## config.mk

```make
export PLATFORM = sky130hd
export DESIGN_NAME = thruster_pwm_command_watchdog
export DESIGN_NICKNAME = d
export VERILOG_FILES = /design/src/rtl/tpcw_pkg.sv /design/src/rtl/tpcw_lane.sv /design/src/rtl/tpcw_watchdog.sv /design/src/rtl/thruster_pwm_command_watchdog.sv
export SDC_FILE = /design/constraint.sdc
export NUM_CORES = 2
export LEC_CHECK = 0
export BUFFER_PORTS_ARGS = -buffer_cell sky130_fd_sc_hd__buf_2
export CORE_MARGIN = 5
export CORE_UTILIZATION = 55
export CTS_CLUSTER_DIAMETER = 80
export CTS_CLUSTER_SIZE = 20
export DETAILED_ROUTE_END_ITERATION = 7
export GPL_TIMING_DRIVEN = 0
export MAX_ROUTING_LAYER = met4
export PLACE_DENSITY_LB_ADDON = 0.3
export SLEW_MARGIN = 30
export SYNTH_ARGS = -nofsm -noshare
export SYNTH_HDL_FRONTEND = slang
export SYNTH_SLANG_ARGS = --single-unit
```

## constraint.sdc

```tcl
create_clock -name clk -period 21.9 [get_ports clk]
set_clock_uncertainty 0.1 [all_clocks]
set_input_delay 1.095 -clock clk [delete_from_list [all_inputs] [get_ports clk]]
set_output_delay 1.095 -clock clk [all_outputs]
set_load 0.1 [all_outputs]
```

## src/rtl/tpcw_pkg.sv

```systemverilog
// Shared types, constants and register codes for the thruster pulse commander.
package tpcw_pkg;

    localparam int LANES         = 8;
    localparam int NUM_THRUSTERS = 8;

    localparam int ID_W    = 11;
    localparam int LEVEL_W = 8;
    localparam int PULSE_W = 12;
    localparam int COUNT_W = 16;
    localparam int GAIN_W  = 4;
    localparam int DATA_W  = 16;
    localparam int IDX_W   = 3;

    localparam int LEVEL_LIMIT = 100;

    localparam logic OP_FRAME = 1'b0;
    localparam logic OP_TICK  = 1'b1;

    localparam logic [ID_W-1:0]    RST_CMD_ID  = ID_W'(33);
    localparam logic [ID_W-1:0]    RST_HB_ID   = ID_W'(126);
    localparam logic [COUNT_W-1:0] RST_TIMEOUT = COUNT_W'(1000);
    localparam logic [PULSE_W-1:0] RST_NEUTRAL = PULSE_W'(1500);
    localparam logic [PULSE_W-1:0] RST_MIN     = PULSE_W'(1100);
    localparam logic [PULSE_W-1:0] RST_MAX     = PULSE_W'(1900);
    localparam logic [GAIN_W-1:0]  RST_GAIN    = GAIN_W'(4);

    typedef enum logic [IDX_W-1:0] {
        REG_CMD_ID  = 3'd0,
        REG_HB_ID   = 3'd1,
        REG_TIMEOUT = 3'd2,
        REG_NEUTRAL = 3'd3,
        REG_MIN     = 3'd4,
        REG_MAX     = 3'd5,
        REG_GAIN    = 3'd6
    } cfg_idx_t;

    typedef struct packed {
        logic [ID_W-1:0]    cmd_id;
        logic [ID_W-1:0]    hb_id;
        logic [COUNT_W-1:0] timeout;
        logic [PULSE_W-1:0] neutral;
        logic [PULSE_W-1:0] pmin;
        logic [PULSE_W-1:0] pmax;
        logic [GAIN_W-1:0]  gain;
    } cfg_t;

    typedef struct packed {
        logic armed;
        logic link;
        logic reply;
    } status_t;

    typedef logic signed [LEVEL_W-1:0] level_t;
    typedef level_t level_arr_t [LANES];

    typedef logic [PULSE_W-1:0] pulse_t;
    typedef pulse_t pulse_arr_t [LANES];

endpackage

```

## src/rtl/tpcw_lane.sv

```systemverilog
// One thruster lane: level clamp, gain scaling, pulse limit, neutral when unarmed.
module tpcw_lane (
    input  tpcw_pkg::level_t level,
    input  logic             armed,
    input  tpcw_pkg::cfg_t   cfg,
    output tpcw_pkg::pulse_t pulse
);
    import tpcw_pkg::*;

    localparam int PROD_W = LEVEL_W + GAIN_W + 1;
    localparam int SUM_W  = PULSE_W + 2;

    level_t                    level_c;
    logic signed [PROD_W-1:0]  prod;
    logic signed [SUM_W-1:0]   sum;
    logic signed [SUM_W-1:0]   lo_c;
    logic signed [SUM_W-1:0]   hi_c;
    logic signed [SUM_W-1:0]   min_s;
    logic signed [SUM_W-1:0]   max_s;

    always_comb
    begin
        if (level < -LEVEL_W'(LEVEL_LIMIT))
            level_c = -LEVEL_W'(LEVEL_LIMIT);
        else if (level > LEVEL_W'(LEVEL_LIMIT))
            level_c = LEVEL_W'(LEVEL_LIMIT);
        else
            level_c = level;
    end

    assign prod  = PROD_W'(level_c) * $signed({1'b0, cfg.gain});
    assign sum   = $signed({2'b00, cfg.neutral}) + SUM_W'(prod);
    assign min_s = $signed({2'b00, cfg.pmin});
    assign max_s = $signed({2'b00, cfg.pmax});
    assign lo_c  = (sum < min_s) ? min_s : sum;
    assign hi_c  = (lo_c > max_s) ? max_s : lo_c;

    assign pulse = armed ? hi_c[PULSE_W-1:0] : cfg.neutral;

endmodule

```

## src/rtl/tpcw_watchdog.sv

```systemverilog
// Command state: stored levels, armed and link flags, tick counter with timeout.
module tpcw_watchdog (
    input  logic                 clk,
    input  logic                 rst_n,
    input  logic                 accept,
    input  logic                 opcode,
    input  logic [tpcw_pkg::ID_W-1:0] frame_id,
    input  tpcw_pkg::level_arr_t levels,
    input  tpcw_pkg::cfg_t       cfg,
    output tpcw_pkg::level_arr_t level_next,
    output tpcw_pkg::status_t    status_next
);
    import tpcw_pkg::*;

    level_t             level_reg [LANES];
    logic               armed_reg;
    logic               link_reg;
    logic [COUNT_W-1:0] count_reg;

    logic               armed_next;
    logic               link_next;
    logic               reply_next;
    logic [COUNT_W-1:0] count_next;
    logic [COUNT_W-1:0] count_inc;

    assign count_inc = (count_reg != '1) ? count_reg + COUNT_W'(1) : count_reg;

    always_comb
    begin
        armed_next = armed_reg;
        link_next  = link_reg;
        reply_next = 1'b0;
        count_next = count_reg;
        for (int i = 0; i < LANES; i++)
            level_next[i] = level_reg[i];
        if (opcode == OP_FRAME)
        begin
            if (frame_id == cfg.cmd_id)
            begin
                for (int i = 0; i < LANES; i++)
                    if (i < NUM_THRUSTERS)
                        level_next[i] = levels[i];
                count_next = '0;
                link_next  = 1'b1;
                armed_next = 1'b1;
            end
            else if (frame_id == cfg.hb_id)
            begin
                reply_next = 1'b1;
            end
        end
        else
        begin
            count_next = count_inc;
            if (count_inc > cfg.timeout)
            begin
                for (int i = 0; i < LANES; i++)
                    level_next[i] = '0;
                link_next = 1'b0;
            end
        end
    end

    assign status_next = '{armed: armed_next, link: link_next, reply: reply_next};

    always_ff @(posedge clk or negedge rst_n)
    begin
        if (!rst_n)
        begin
            for (int i = 0; i < LANES; i++)
                level_reg[i] <= '0;
            armed_reg <= 1'b0;
            link_reg  <= 1'b0;
            count_reg <= '0;
        end
        else if (accept)
        begin
            for (int i = 0; i < LANES; i++)
                level_reg[i] <= level_next[i];
            armed_reg <= armed_next;
            link_reg  <= link_next;
            count_reg <= count_next;
        end
    end

endmodule

```

## src/rtl/thruster_pwm_command_watchdog.sv

```systemverilog
// Top level: config registers, command state, eight pulse lanes and output word register.
//
//  channel  | handshake             | payload
//  ---------+-----------------------+--------------------------------------------
//  in       | in_valid / in_ready   | opcode, frame_id, level_0..level_7
//  out      | out_valid / out_ready | pulse_0..pulse_7, armed_out, link_out,
//           |                       | heartbeat_reply
//  cfg      | cfg_we                | cfg_index, cfg_data
//
//  One word per cycle while in_ready is high; its result appears the cycle after intake.
//  State update and lanes are combinational; the merge registers them as the output word.
//  in_ready is low only while a result word is held and out_ready is low.
//  Reset: levels zero, unarmed, link down, registers at their defaults; no clearing pass.
module thruster_pwm_command_watchdog (
    input  logic                              clk,
    input  logic                              rst_n,
    input  logic                              in_valid,
    output logic                              in_ready,
    input  logic                              opcode,
    input  logic [tpcw_pkg::ID_W-1:0]         frame_id,
    input  logic signed [tpcw_pkg::LEVEL_W-1:0] level_0,
    input  logic signed [tpcw_pkg::LEVEL_W-1:0] level_1,
    input  logic signed [tpcw_pkg::LEVEL_W-1:0] level_2,
    input  logic signed [tpcw_pkg::LEVEL_W-1:0] level_3,
    input  logic signed [tpcw_pkg::LEVEL_W-1:0] level_4,
    input  logic signed [tpcw_pkg::LEVEL_W-1:0] level_5,
    input  logic signed [tpcw_pkg::LEVEL_W-1:0] level_6,
    input  logic signed [tpcw_pkg::LEVEL_W-1:0] level_7,
    output logic                              out_valid,
    input  logic                              out_ready,
    output logic [tpcw_pkg::PULSE_W-1:0]      pulse_0,
    output logic [tpcw_pkg::PULSE_W-1:0]      pulse_1,
    output logic [tpcw_pkg::PULSE_W-1:0]      pulse_2,
    output logic [tpcw_pkg::PULSE_W-1:0]      pulse_3,
    output logic [tpcw_pkg::PULSE_W-1:0]      pulse_4,
    output logic [tpcw_pkg::PULSE_W-1:0]      pulse_5,
    output logic [tpcw_pkg::PULSE_W-1:0]      pulse_6,
    output logic [tpcw_pkg::PULSE_W-1:0]      pulse_7,
    output logic                              armed_out,
    output logic                              link_out,
    output logic                              heartbeat_reply,
    input  logic                              cfg_we,
    input  logic [tpcw_pkg::IDX_W-1:0]        cfg_index,
    input  logic [tpcw_pkg::DATA_W-1:0]       cfg_data
);
    import tpcw_pkg::*;

    cfg_t       cfg_reg;
    level_arr_t levels;
    level_arr_t level_next;
    status_t    status_next;
    pulse_arr_t lane_pulse;
    pulse_arr_t pulse_reg;
    status_t    status_reg;
    logic       out_valid_reg;
    logic       accept;

    assign in_ready = !out_valid_reg || out_ready;
    assign accept   = in_valid && in_ready;

    assign levels[0] = level_0;
    assign levels[1] = level_1;
    assign levels[2] = level_2;
    assign levels[3] = level_3;
    assign levels[4] = level_4;
    assign levels[5] = level_5;
    assign levels[6] = level_6;
    assign levels[7] = level_7;

    always_ff @(posedge clk or negedge rst_n)
    begin
        if (!rst_n)
        begin
            cfg_reg.cmd_id  <= RST_CMD_ID;
            cfg_reg.hb_id   <= RST_HB_ID;
            cfg_reg.timeout <= RST_TIMEOUT;
            cfg_reg.neutral <= RST_NEUTRAL;
            cfg_reg.pmin    <= RST_MIN;
            cfg_reg.pmax    <= RST_MAX;
            cfg_reg.gain    <= RST_GAIN;
        end
        else if (cfg_we)
        begin
            case (cfg_index)
                REG_CMD_ID:  cfg_reg.cmd_id  <= cfg_data[ID_W-1:0];
                REG_HB_ID:   cfg_reg.hb_id   <= cfg_data[ID_W-1:0];
                REG_TIMEOUT: cfg_reg.timeout <= cfg_data[COUNT_W-1:0];
                REG_NEUTRAL: cfg_reg.neutral <= cfg_data[PULSE_W-1:0];
                REG_MIN:     cfg_reg.pmin    <= cfg_data[PULSE_W-1:0];
                REG_MAX:     cfg_reg.pmax    <= cfg_data[PULSE_W-1:0];
                REG_GAIN:    cfg_reg.gain    <= cfg_data[GAIN_W-1:0];
                default:     ;
            endcase
        end
    end

    tpcw_watchdog u_watchdog (
        .clk         (clk),
        .rst_n       (rst_n),
        .accept      (accept),
        .opcode      (opcode),
        .frame_id    (frame_id),
        .levels      (levels),
        .cfg         (cfg_reg),
        .level_next  (level_next),
        .status_next (status_next)
    );

    for (genvar g = 0; g < LANES; g++)
    begin : g_lane
        if (g < NUM_THRUSTERS)
        begin : g_on
            tpcw_lane u_lane (
                .level (level_next[g]),
                .armed (status_next.armed),
                .cfg   (cfg_reg),
                .pulse (lane_pulse[g])
            );
        end
        else
        begin : g_off
            assign lane_pulse[g] = '0;
        end
    end

    // merge: lanes and flags into the output word
    always_ff @(posedge clk)
    begin
        if (accept)
        begin
            for (int i = 0; i < LANES; i++)
                pulse_reg[i] <= lane_pulse[i];
            status_reg <= status_next;
        end
    end

    always_ff @(posedge clk or negedge rst_n)
    begin
        if (!rst_n)
            out_valid_reg <= 1'b0;
        else if (accept)
            out_valid_reg <= 1'b1;
        else if (out_ready)
            out_valid_reg <= 1'b0;
    end

    assign out_valid       = out_valid_reg;
    assign pulse_0         = pulse_reg[0];
    assign pulse_1         = pulse_reg[1];
    assign pulse_2         = pulse_reg[2];
    assign pulse_3         = pulse_reg[3];
    assign pulse_4         = pulse_reg[4];
    assign pulse_5         = pulse_reg[5];
    assign pulse_6         = pulse_reg[6];
    assign pulse_7         = pulse_reg[7];
    assign armed_out       = status_reg.armed;
    assign link_out        = status_reg.link;
    assign heartbeat_reply = status_reg.reply;

`ifndef SYNTH
    a_link_needs_armed: assert property (@(posedge clk) disable iff (!rst_n)
        out_valid |-> (!link_out || armed_out))
        else $error("link up while unarmed");

    a_reply_source: assert property (@(posedge clk) disable iff (!rst_n)
        accept |=> (heartbeat_reply == ($past(opcode) == OP_FRAME
            && $past(frame_id) == cfg_reg.hb_id && $past(frame_id) != cfg_reg.cmd_id)))
        else $error("heartbeat reply does not match word taken");

    a_unarmed_neutral: assert property (@(posedge clk) disable iff (!rst_n)
        (out_valid && !armed_out) |-> (pulse_0 == cfg_reg.neutral))
        else $error("unarmed pulse not neutral");

    a_armed_sticky: assert property (@(posedge clk) disable iff (!rst_n)
        (out_valid && armed_out && accept) |=> armed_out)
        else $error("armed flag dropped");
`endif

endmodule

```

==> impl_metrics.json <==
{
  "status": "complete, no violations",
  "ys_types": 103,
  "syn-cell-area_um2": 33200,
  "largest_reg_flops": 96,
  "cts_sinks": 260,
  "drive_gt1_share_pct": 12.96,
  "critPathRequiredTime_ns": 22.07,
  "fin_tns_setup_ns": 0,
  "ios": 201,
  "p_seq_share_pct": 12.6,
  "ys_ff_latch": 260,
  "crit_top_cell": "ha_1",
  "die-height_um": 255.7,
  "worst_path_max_delay_cell": "nor4_1",
  "portBuffers": 199,
  "drv_slew": 0,
  "p_leak_nw": 17.60,
  "grt_max_degree": 85,
  "antenna_found_initial": 0,
  "worstPathMaxFanout": 10,
  "fillers": 5403,
  "final_nets": 4685,
  "grt_overflow_total": 0,
  "startpoint_type": "register",
  "fmax_mhz": 72.06,
  "initial_core_util_pct": 55.22,
  "wirelength_um": 109900,
  "cts_hold_buf": 0,
  "htreeDepth": 1,
  "powerDensity_nw_per_um2": 151.2,
  "yosysTopAreaCell": "ha_1",
  "cts_buffers": 21,
  "final_cell_mix": "inv_1 (515), ha_1 (433), nand2_1 (270)",
  "track_usage_pct": 32.93,
  "coreArea_um2": 60130,
  "final_common_cell": "inv_1",
  "min_path_type": "reg2reg",
  "gp_congestion": 1.014,
  "synth_area_leaders": "ha_1 (16%), fa_1 (14%), dfrtp_1 (9.6%), edfxtp_1 (9.0%), inv_1 (5.8%)",
  "ys.warnings.count": 0,
  "cts_tree": "done",
  "drtPass1Iterations": 6,
  "row_count": 90,
  "post-route-drc-count": 0,
  "synth_top_area_share_pct": 16.32,
  "multi_input_area_um2": 23590,
  "synth_ff_type": "dfrtp_1",
  "switchingPower_mw": 2.877,
  "ys_async_sr_fraction_pct": 61.92,
  "hold_violations": 0,
  "ys_seq_area_share_pct": 21.21,
  "clk_path_buf_depth": 3,
  "syn_avg_cell_area_um2": 8.993,
  "die-width_um": 255.7,
  "drv_cap": 0,
  "vias_per_cell": 6.239,
  "max_slew_margin_pct": 28.85,
  "cts.repair.resized": 0,
  "insertion_delay_ns": 0.56,
  "grt_pass1_vias": 28530,
  "worstMarginPinSlew_ns": 1.067,
  "ant_nets": 0,
  "finalSetupViolations": 0,
  "ir_drop_v": 0.0002406,
  "arrival_ns": 14.05,
  "clockRootBuffer": "clkbuf_16",
  "synthCells": 3692,
  "p_int_mw": 2.573,
  "area_growth_pct": 8.592,
  "cts.clk_slew.worst_paths_ns": 0.09,
  "grt_pass1_wl_um": 164000,
  "rsz0062_at_grt": "false",
  "synth_edf_count": 99,
  "final_core_util_pct": 59.96,
  "endpoint_kind": "register",
  "post-cts-setup-buffers": 0,
  "die_area_um2": 65380,
  "timing.final.crit_share_pct": 63.37,
  "wl_per_cell_um": 23.29,
  "power.share.clock_pct": 7.8,
  "first_iter_violations": 3152,
  "power_frac_comb_pct": 79.6,
  "synth_nets": 4457,
  "num_vias": 29440,
  "cp_slowest_stage_delay_ns": 0.75,
  "regArea_um2": 7044,
  "finalCriticalPeriod_ns": 13.88,
  "p_sw_share_pct": 52.78,
  "hpwl_um": 90020,
  "critPathKind": "reg2reg"
}
## final timing paths
path,startpoint,end,slack (ns),cells after the start
setup / recovery,u_watchdog.count_reg[0],pulse_reg[1][9],8.02,49
hold / removal,u_watchdog.armed_reg,u_watchdog.armed_reg,0.39,1
setup reg to reg,u_watchdog.count_reg[0],pulse_reg[1][9],8.02,49
hold reg to reg,u_watchdog.armed_reg,u_watchdog.armed_reg,0.39,1
max in group asynchronous,rst_n,cfg_reg[14],20.32,2
min in group asynchronous,rst_n,u_watchdog.level_reg[0],0.43,1
## cells by family (layout without fill, tap and decap cells)
| kind of cell | count (synthesis) | in the layout | synth area share, % |
|---|---|---|---|
| buf+inv | 661 | 904 | 7.770 |
| simple gates | 955 | 955 | 13.96 |
| flops | 260 | 260 | 21.21 |
| xor+xnor | 115 | 115 | 3.034 |
| compound gates | 803 | 803 | 16.15 |
| fa+ha+maj | 665 | 665 | 30.30 |
| other cells | 0 | 1 | 0 |
| mux | 233 | 233 | 7.571 |
## worst max-delay path, delay by kind of cell, from the launching register on
kind | cells | cell delay (ns)
AOI/OAI and AO/OA | 15 | 3.31
and+or+nand+nor | 12 | 2.81
buffers and inverters | 9 | 2.61
muxes | 2 | 0.64
adders and majority gates | 9 | 3.25
xor gates and xnor gates | 2 | 0.39
DFF | 1 | 0.44
## cell usage after synthesis (all sizes together), types with 33 or more instances
| library cell | count |
|---|---|
| inv | 518 |
| dfrtp | 128 |
| clkbuf | 98 |
| nand2 | 271 |
| o21ai | 225 |
| nor3 | 79 |
| ha | 433 |
| a211oi | 50 |
| mux2 | 139 |
| edfxtp | 99 |
| nor2 | 267 |
| o21a | 33 |
| a21o | 73 |
| buf | 41 |
| nand3 | 76 |
| mux2i | 94 |
| xnor2 | 94 |
| dfstp | 33 |
| a21oi | 172 |
| fa | 232 |
| nand4 | 34 |
| a22oi | 34 |
| and2 | 60 |
## routing by layer
metal  wire length [µm]  part of all wire, %  vias up  global-route usage [%]
li1                   -                    -    13350                       -
met1              43590                   40    14350                   43.03
met2              51040                   46     1461                   52.54
met3              10530                  9.6      275                   5.366
met4               4733                  4.3        0                   11.38
met5                  0                    0        -                       -
## through the flow
| step | std cells | power, mW | hold slack [ns] | cell area [µm²] | worst slack [ns] |
|---|---|---|---|---|---|
| floorplan | 3692 | 3.898 | 0.3403 | 33200 | 10.83 |
| global placement | 4673 | 4.869 | 0.3528 | 35180 | 8.505 |
| detailed placement | 4679 | 4.928 | 0.3627 | 35320 | 8.491 |
| CTS | 4717 | 5.375 | 0.3822 | 36050 | 8.408 |
| global route | 4717 | 5.892 | 0.3906 | 36050 | 7.504 |
| finish | 4718 | 5.450 | 0.3891 | 36060 | 8.023 |
## power groups by stage
stage | Sequential, mW | Clock (mW) | Combinational (mW)
detailed placement | 0.693 | 0 | 4.23
floorplan | 0.807 | 0 | 3.09
finish | 0.689 | 0.423 | 4.34
CTS | 0.684 | 0.425 | 4.27
global placement | 0.693 | 0 | 4.18
global route | 0.695 | 0.442 | 4.76
## final cells by class
cell class                 count  area share [%]
multi-input combinational   2771           65.44
buffer                       139           1.725
inverter                     522           5.434
tap                          782           2.714
timing repair buffer         205           3.130
clock buffer                  25           1.499
sequential                   260           19.54
clock inverter                13          0.5171
antenna                        1        0.006940
Power figures use the tool's default switching activity.
